==> config.mk <==
export PLATFORM = sky130hd
export DESIGN_NAME = keyframe_interpolation_player_unit
export DESIGN_NICKNAME = d
export VERILOG_FILES = /design/src/rtl/kip_pkg.sv /design/src/rtl/kip_ram.sv /design/src/rtl/kip_lane.sv /design/src/rtl/keyframe_interpolation_player_unit.sv
export SDC_FILE = /design/constraint.sdc
export NUM_CORES = 2
export LEC_CHECK = 0
export CORE_ASPECT_RATIO = 0.9
export CORE_MARGIN = 8
export CORE_UTILIZATION = 29
export CTS_CLUSTER_SIZE = 25
export DETAILED_ROUTE_END_ITERATION = 8
export DONT_BUFFER_PORTS = 1
export SYNTH_ARGS = -nofsm -noshare
export SYNTH_HDL_FRONTEND = slang
export SYNTH_HIERARCHICAL = 1
export SYNTH_SLANG_ARGS = --single-unit
==> constraint.sdc <==
create_clock -name clk -period 6.1 [get_ports clk]
set_input_delay 1.22 -clock clk [delete_from_list [all_inputs] [get_ports clk]]
set_output_delay 1.22 -clock clk [all_outputs]
set_load 0.005 [all_outputs]
==> src/rtl/kip_pkg.sv <==
`default_nettype none
package kip_pkg;
    localparam int MaxKeyframes = 8;
    localparam int Channels     = 5;
    localparam int KeyAw        = $clog2(MaxKeyframes);
    localparam int CountW       = $clog2(MaxKeyframes + 1);
    localparam int DataW        = 32;
    localparam int StepW        = 12;
    localparam int DivIters     = 33;
    localparam int IterW        = $clog2(DivIters + 1);

    typedef enum logic [1:0] {
        MODE_TICK  = 2'd0,
        MODE_SET   = 2'd1,
        MODE_SAVE  = 2'd2,
        MODE_PLAY  = 2'd3
    } mode_t;

    typedef enum logic [2:0] {
        ST_IDLE,
        ST_RD0,
        ST_RD1,
        ST_DIV,
        ST_OUT
    } state_t;

    typedef logic signed [DataW-1:0] chan_t;

    typedef struct packed {
        logic start;
        logic load_pose;
        logic add;
    } lane_ctl_t;
endpackage
`default_nettype wire

==> src/rtl/kip_ram.sv <==
`default_nettype none
module kip_ram #(
    parameter int Width = 32,
    parameter int Depth = 8
) (
    input  wire logic                     clk,
    input  wire logic                     we,
    input  wire logic [$clog2(Depth)-1:0] waddr,
    input  wire logic [Width-1:0]         wdata,
    input  wire logic [$clog2(Depth)-1:0] raddr,
    output logic      [Width-1:0]         rdata
);
    logic [Width-1:0] mem [Depth];

    always_ff @(posedge clk)
    begin
        if (we)
        begin
            mem[waddr] <= wdata;
        end
        rdata <= mem[raddr];
    end
endmodule
`default_nettype wire

==> src/rtl/kip_lane.sv <==
`default_nettype none
module kip_lane
    import kip_pkg::*;
(
    input  wire logic             clk,
    input  wire logic             rst_n,
    input  wire lane_ctl_t        ctl,
    input  wire logic             set_pose,
    input  wire chan_t            set_value,
    input  wire chan_t            key_a,
    input  wire chan_t            key_b,
    input  wire logic [StepW-1:0] steps,
    output chan_t                 pose,
    output logic                  div_done
);
    logic [DataW:0]    num_reg, num_next;
    logic [DataW:0]    rem_reg, rem_next;
    logic              neg_reg, neg_next;
    logic [IterW-1:0]  it_reg, it_next;
    logic              busy_reg, busy_next;
    chan_t             pose_reg, pose_next;
    chan_t             delta_reg, delta_next;
    logic signed [DataW:0] diff;
    logic [DataW:0]    trial;
    logic [DataW:0]    sh;
    logic signed [DataW+1:0] sq;
    logic signed [DataW+1:0] sum;

    assign diff = {key_b[DataW-1], key_b} - {key_a[DataW-1], key_a};
    assign sh    = {rem_reg[DataW-1:0], num_reg[DataW]};
    assign trial = sh - {{(DataW+1-StepW){1'b0}}, steps};
    assign sum   = {{2{pose_reg[DataW-1]}}, pose_reg} + {{2{delta_reg[DataW-1]}}, delta_reg};

    always_comb
    begin
        num_next   = num_reg;
        rem_next   = rem_reg;
        neg_next   = neg_reg;
        it_next    = it_reg;
        busy_next  = busy_reg;
        pose_next  = pose_reg;
        delta_next = delta_reg;
        sq         = '0;
        if (ctl.start)
        begin
            neg_next  = diff[DataW];
            num_next  = diff[DataW] ? -diff : diff;
            rem_next  = '0;
            it_next   = '0;
            busy_next = 1'b1;
        end
        else if (busy_reg)
        begin
            num_next = {num_reg[DataW-1:0], ~trial[DataW]};
            rem_next = trial[DataW] ? sh : trial;
            it_next  = it_reg + 1'b1;
            if (it_reg == IterW'(DivIters - 1))
            begin
                busy_next = 1'b0;
                sq = neg_reg ? -$signed({1'b0, num_reg[DataW-1:0], ~trial[DataW]})
                             : $signed({1'b0, num_reg[DataW-1:0], ~trial[DataW]});
                if (sq > 34'sh07fffffff)
                    delta_next = 32'sh7fffffff;
                else if (sq < -34'sh080000000)
                    delta_next = 32'sh80000000;
                else
                    delta_next = sq[DataW-1:0];
            end
        end
        if (ctl.load_pose)
            pose_next = key_a;
        else if (set_pose)
            pose_next = set_value;
        else if (ctl.add)
        begin
            if (sum > 34'sh07fffffff)
                pose_next = 32'sh7fffffff;
            else if (sum < -34'sh080000000)
                pose_next = 32'sh80000000;
            else
                pose_next = sum[DataW-1:0];
        end
    end

    always_ff @(posedge clk or negedge rst_n)
    begin
        if (!rst_n)
        begin
            busy_reg  <= 1'b0;
            it_reg    <= '0;
            pose_reg  <= '0;
            delta_reg <= '0;
        end
        else
        begin
            busy_reg  <= busy_next;
            it_reg    <= it_next;
            pose_reg  <= pose_next;
            delta_reg <= delta_next;
        end
    end

    always_ff @(posedge clk)
    begin
        num_reg <= num_next;
        rem_reg <= rem_next;
        neg_reg <= neg_next;
    end

    assign pose     = pose_reg;
    assign div_done = ~busy_reg;
endmodule
`default_nettype wire

==> src/rtl/keyframe_interpolation_player_unit.sv <==
// channel   | dir | handshake                      | payload
// s_axis    | in  | s_axis_tvalid / s_axis_tready  | tdata: new_x..new_turn (160b), tuser: mode
// m_axis    | out | m_axis_tvalid / m_axis_tready  | tdata: pose_x..pose_turn,playing,
//           |     |                                |   segment,frames_stored,refused (176b)
// cfg       | in  | cfg_valid / cfg_ready          | cfg_data: steps_per_segment
// Set, save, stop and plain ticks go from acceptance to ST_OUT, then to the output register.
// A play start or segment change first passes the keyframe RAM read states ST_RD0 and ST_RD1,
// then ST_DIV with the per-lane restoring divider (33 iterations), then ST_OUT.
// One transaction is worked at a time; a result waits in the output stage while
// the output register still holds an unread result, and input waits meanwhile.
// Reset clears control, pose and deltas; keyframe RAMs stay unwritten.
`default_nettype none
module keyframe_interpolation_player_unit
    import kip_pkg::*;
(
    input  wire logic         clk,
    input  wire logic         rst_n,
    input  wire logic         s_axis_tvalid,
    output logic              s_axis_tready,
    input  wire logic [159:0] s_axis_tdata,  // new_x, new_y, new_z, new_knee, new_turn
    input  wire logic [1:0]   s_axis_tuser,  // mode
    output logic              m_axis_tvalid,
    input  wire logic         m_axis_tready,
    output logic [175:0]      m_axis_tdata,  // pose_x..pose_turn, playing, segment,
                                             // frames_stored, request_refused, pad
    input  wire logic         cfg_valid,
    output logic              cfg_ready,
    input  wire logic [11:0]  cfg_data
);
    state_t state_reg, state_next;
    logic [StepW-1:0]  steps_reg;
    logic [CountW-1:0] fc_reg, fc_next;
    logic              act_reg, act_next;
    logic [KeyAw-1:0]  seg_reg, seg_next;
    logic [StepW-1:0]  sc_reg, sc_next;
    logic              ref_reg, ref_next;
    logic              load_reg, load_next;
    logic              ov_reg;
    logic [175:0]      od_reg;
    logic [StepW-1:0]  steps_eff;
    logic              accept;
    logic              out_load;
    mode_t             mode;
    logic [KeyAw-1:0]  raddr;
    logic              we;
    lane_ctl_t         ctl;
    chan_t             pose [Channels];
    chan_t             ka [Channels];
    chan_t             kb [Channels];
    chan_t             rd [Channels];
    logic [Channels-1:0] done;

    assign steps_eff     = (steps_reg == '0) ? StepW'(1) : steps_reg;
    assign s_axis_tready = (state_reg == ST_IDLE);
    assign accept        = s_axis_tvalid && s_axis_tready;
    assign mode          = mode_t'(s_axis_tuser);
    assign cfg_ready     = 1'b1;
    assign we            = accept && mode == MODE_SAVE && fc_reg < CountW'(MaxKeyframes);
    assign out_load      = (state_reg == ST_OUT) && (!ov_reg || m_axis_tready);

    always_comb
    begin
        state_next = state_reg;
        fc_next    = fc_reg;
        act_next   = act_reg;
        seg_next   = seg_reg;
        sc_next    = sc_reg;
        ref_next   = ref_reg;
        load_next  = load_reg;
        ctl        = '0;
        raddr      = seg_reg;
        case (state_reg)
            ST_IDLE:
            begin
                if (accept)
                begin
                    ref_next   = 1'b0;
                    load_next  = 1'b0;
                    state_next = ST_OUT;
                    case (mode)
                        MODE_SET: ;
                        MODE_SAVE:
                        begin
                            if (we)
                                fc_next = fc_reg + 1'b1;
                            else
                                ref_next = 1'b1;
                        end
                        MODE_PLAY:
                        begin
                            if (!act_reg && fc_reg >= CountW'(2))
                            begin
                                seg_next   = '0;
                                sc_next    = '0;
                                act_next   = 1'b1;
                                load_next  = 1'b1;
                                state_next = ST_RD0;
                            end
                            else
                            begin
                                ref_next = !act_reg;
                                act_next = 1'b0;
                                seg_next = '0;
                            end
                        end
                        default:
                        begin
                            if (act_reg)
                            begin
                                if (sc_reg >= steps_eff)
                                begin
                                    if ({1'b0, seg_reg} + 4'd3 > fc_reg)
                                    begin
                                        seg_next = '0;
                                        act_next = 1'b0;
                                    end
                                    else
                                    begin
                                        seg_next   = seg_reg + 1'b1;
                                        sc_next    = '0;
                                        state_next = ST_RD0;
                                    end
                                end
                                else
                                begin
                                    ctl.add = 1'b1;
                                    sc_next = sc_reg + 1'b1;
                                end
                            end
                        end
                    endcase
                end
                raddr = seg_next;
            end
            ST_RD0:
            begin
                raddr      = seg_reg + 1'b1;
                state_next = ST_RD1;
            end
            ST_RD1:
            begin
                ctl.start     = 1'b1;
                ctl.load_pose = load_reg;
                state_next    = ST_DIV;
            end
            ST_DIV:
            begin
                if (&done)
                    state_next = ST_OUT;
            end
            ST_OUT:
            begin
                if (out_load)
                    state_next = ST_IDLE;
            end
            default:
                state_next = ST_IDLE;
        endcase
    end

    genvar g;
    generate
        for (g = 0; g < Channels; g++)
        begin : g_lane
            kip_ram #(.Width(DataW), .Depth(MaxKeyframes)) u_ram (
                .clk   (clk),
                .we    (we),
                .waddr (fc_reg[KeyAw-1:0]),
                .wdata (pose[g]),
                .raddr (raddr),
                .rdata (rd[g])
            );
            always_ff @(posedge clk)
            begin
                if (state_reg == ST_RD0)
                    ka[g] <= rd[g];
            end
            assign kb[g] = rd[g];
            kip_lane u_lane (
                .clk       (clk),
                .rst_n     (rst_n),
                .ctl       (ctl),
                .set_pose  (accept && mode == MODE_SET),
                .set_value (s_axis_tdata[g*DataW +: DataW]),
                .key_a     (ka[g]),
                .key_b     (kb[g]),
                .steps     (steps_eff),
                .pose      (pose[g]),
                .div_done  (done[g])
            );
        end
    endgenerate

    always_ff @(posedge clk or negedge rst_n)
    begin
        if (!rst_n)
        begin
            state_reg <= ST_IDLE;
            steps_reg <= StepW'(60);
            fc_reg    <= '0;
            act_reg   <= 1'b0;
            seg_reg   <= '0;
            sc_reg    <= '0;
            ref_reg   <= 1'b0;
            load_reg  <= 1'b0;
            ov_reg    <= 1'b0;
        end
        else
        begin
            state_reg <= state_next;
            fc_reg    <= fc_next;
            act_reg   <= act_next;
            seg_reg   <= seg_next;
            sc_reg    <= sc_next;
            ref_reg   <= ref_next;
            load_reg  <= load_next;
            if (cfg_valid && cfg_ready)
                steps_reg <= cfg_data;
            if (out_load)
                ov_reg <= 1'b1;
            else if (m_axis_tready)
                ov_reg <= 1'b0;
        end
    end

    always_ff @(posedge clk)
    begin
        if (out_load)
            od_reg <= {7'b0, ref_reg, 4'(fc_reg), seg_reg, act_reg,
                       pose[4], pose[3], pose[2], pose[1], pose[0]};
    end

    assign m_axis_tvalid = ov_reg;
    assign m_axis_tdata  = od_reg;
endmodule
`default_nettype wire

==> impl_metrics.json <==
{
  "status": "finished, final reports clean",
  "grt_use_total_pct": 15.2,
  "dr.pass1.iters": 6,
  "port_buffers": 0,
  "grt_pass1_wl_um": 532000,
  "worstSetupEndpointType": "flip-flop",
  "place_congestion": 0.923,
  "die_area_um2": 451000,
  "hold_path.class": "primary input to asynchronous set/reset pin",
  "synth-edff-count": 1779,
  "chipWidth_um": 707,
  "largest_reg_flops": 1280,
  "final_util_pct": 32.8,
  "area_delta_synth_final_pct": 12.8,
  "finalCritPeriodShare_pct": 91.7,
  "pin_count": 358,
  "hold_viol_final": 0,
  "place_area_um2": 131000,
  "max_cap_viol_count": 0,
  "wl_per_cell_um": 22.5,
  "antenna_found_initial": 51,
  "synth-seq-cells": 2492,
  "tritoncts": "done",
  "cts_buffers": 269,
  "critPathMaxFanout": 23,
  "arrival_ns": 6.35,
  "fin_skew_ns": 0.0645,
  "vias_per_cell": 5.21,
  "avgSynthCellArea_um2": 12.4,
  "clock-sinks": 2492,
  "final_cells": 16000,
  "drt_iter0_markers": 7866,
  "nets": 10600,
  "grt_max_degree": 213,
  "dp.cells": 15500,
  "hold-worst-slack_ns": 0.188,
  "worstPathRequired_ns": 6.85,
  "maxSlewViolCount": 0,
  "power.density_nw_per_um2": 468,
  "routed_wl_um": 360000,
  "setup_violations": 0,
  "core_area_um2": 428000,
  "via_count": 83300,
  "antenna_left": 0,
  "synth_cell_types": 106,
  "cts.path.max_buffers": 4,
  "grt_pass1_vias": 79600,
  "postSynthCellCount": 10000,
  "fin_crit_ns": 5.59,
  "ys.flop_type": "edfxtp_1",
  "clk_latency_ns": 0.93,
  "ys_warn_count": 6,
  "tightestPinTransition_ns": 1.27,
  "die_y_um": 638,
  "r2r_setup_slack_ns": 0.51,
  "synth.cell_area_um2": 125000,
  "rsz0062_at_grt": "false",
  "crit_type": "flip-flop to flip-flop",
  "fillCellCount": 42500,
  "setup_tns_ns": 0,
  "start_util_pct": 29.1,
  "cts.htree.levels": 5,
  "drc_errors": 0,
  "overflow": 0,
  "async_flop_share_pct": 15.8,
  "crit_path_start_kind": "flip-flop",
  "drive_above_1_share_pct": 11.1,
  "max_freq_ghz": 0.179,
  "num_rows": 228,
  "irDropWorstVdd_mv": 0.339,
  "hpwl_um": 246000,
  "leakagePower_nw": 50.3,
  "root_buffer": "clkbuf_16",
  "maxSlewHeadroom_pct": 14.6,
  "ys_seq_area_share_pct": 55.9,
  "cts.clk_slew.worst_paths_ns": 0.06,
  "design_area_um2": 141000
}
-- worst paths after layout --
check	startpoint	end	cells after the start
worst max-delay path	steps_reg[5]	g_lane[3].u_lane/delta_reg[11]	19
worst min-delay path	rst_n	g_lane[4].u_lane/delta_reg[23]	0
worst max register to register	steps_reg[5]	g_lane[3].u_lane/delta_reg[11]	19
worst min register to register	g_lane[4].u_ram/rdata[30]	ka[0][158]	0
max in group asynchronous	rst_n	g_lane[1].u_lane/pose[31]	2
min in group clk	cfg_valid	steps_reg[4]	1
-- critical path, cell delays in order (launching register included) --
cell,delay (ns)
dfstp_2,0.60
nor3_1,0.08
a31o_2,0.38
ha_1,0.28
fa_1,0.41
nor2b_1,0.13
o21ai_0,0.11
a21boi_1,0.22
o211ai_1,0.13
a211oi_1,0.68
nor3_2,0.17
xnor2_2,0.19
inv_2,0.07
ha_1,0.30
a211oi_1,0.14
mux2_1,0.35
nor4b_4,0.22
buf_4,0.33
nand2b_1,0.50
o211ai_2,0.14
-- metrics by stage --
stage | power [W] | worst slack (ns)
final | 0.0658 | 0.506
after global routing | 0.0697 | 0.0814
after global placement | 0.0488 | 0.477
after floorplan | 0.0422 | 0.286
after CTS | 0.0661 | 0.370
after detailed placement | 0.0490 | 0.430
-- kinds of logic after synthesis --
family | share of synthesized area [%]
compound gates | 13.5
xor+xnor | 4.61
fa+ha+maj | 4.53
buf+inv | 3.11
flops | 55.9
mux | 8.50
other cells | 0.00602
simple gates | 9.85
-- synthesized netlist by cell type (160+ instances only) --
cell type  number  area share, %
nand2_1       592            1.8
mux4_1        200            4.2
edfxtp_1     1779             43
xor2_1        325            2.3
mux2_2        197            1.8
clkbuf_1      309           0.93
dfrtp_1       389            7.8
o21ai_0       482            1.9
inv_1         422            1.3
ha_1          424            4.3
a21o_1        160           0.96
dfxtp_1       320            5.1
xnor2_1       331            2.3
a21oi_1       567            2.3
nor2_1        805            2.4
a211oi_1      163           0.98
-- cells in the final DEF, fill, tap and decap left out, drive strengths merged, types with 66 or more instances in the layout --
| master | count |
|---|---|
| a211oi | 163 |
| a21o | 160 |
| a21oi | 568 |
| a221oi | 70 |
| a22oi | 88 |
| a311oi | 77 |
| a31oi | 69 |
| buf | 162 |
| clkbuf | 352 |
| clkinv | 90 |
| dfrtp | 389 |
| dfxtp | 320 |
| edfxtp | 1779 |
| ha | 424 |
| inv | 453 |
| mux2 | 201 |
| mux4 | 320 |
| nand2 | 592 |
| nand2b | 84 |
| nand3 | 152 |
| nand4 | 77 |
| nor2 | 806 |
| nor3 | 168 |
| nor4 | 66 |
| o211ai | 92 |
| o21a | 91 |
| o21ai | 513 |
| o22a | 91 |
| o31ai | 70 |
| or3 | 141 |
| xnor2 | 331 |
| xor2 | 325 |
-- cell type report --
cell class              instances  area, µm²  area share, %
diodes                         18       45.0         0.0320
clock buffers                 352       7440           5.29
clock inverters               141       1560           1.11
inverters                     431       1620           1.15
multi-input cells            6628      51600           36.7
flip-flops and latches       2492      69700           49.5
well taps                    5750       7190           5.11
repair buffers                163       1500           1.07
-- timing repair --
item                                   in CTS  in global routing
gates resized for setup                     0                  1
endpoints found under the hold margin     212                  0
setup buffers                               0                  0
hold buffers                                5                  0
setup endpoints to repair                   0                  9
-- power by group --
group	total, W	internal (W)	switching (W)
Sequential	0.0269	0.0223	0.00459
Clock	0.0167	0.00942	0.00724
Combinational	0.0222	0.00963	0.0126
Total	0.0658	0.0414	0.0244
-- metal layers --
layer,vias to the layer above,global-route usage [%],wire (µm)
met5,-,0,277
met4,44,3.82,9050
met3,503,2.86,24600
met2,2547,23.4,158000
met1,41800,22.1,168000
li1,38400,-,-
Note: power is estimated with default switching activity, not from simulation.
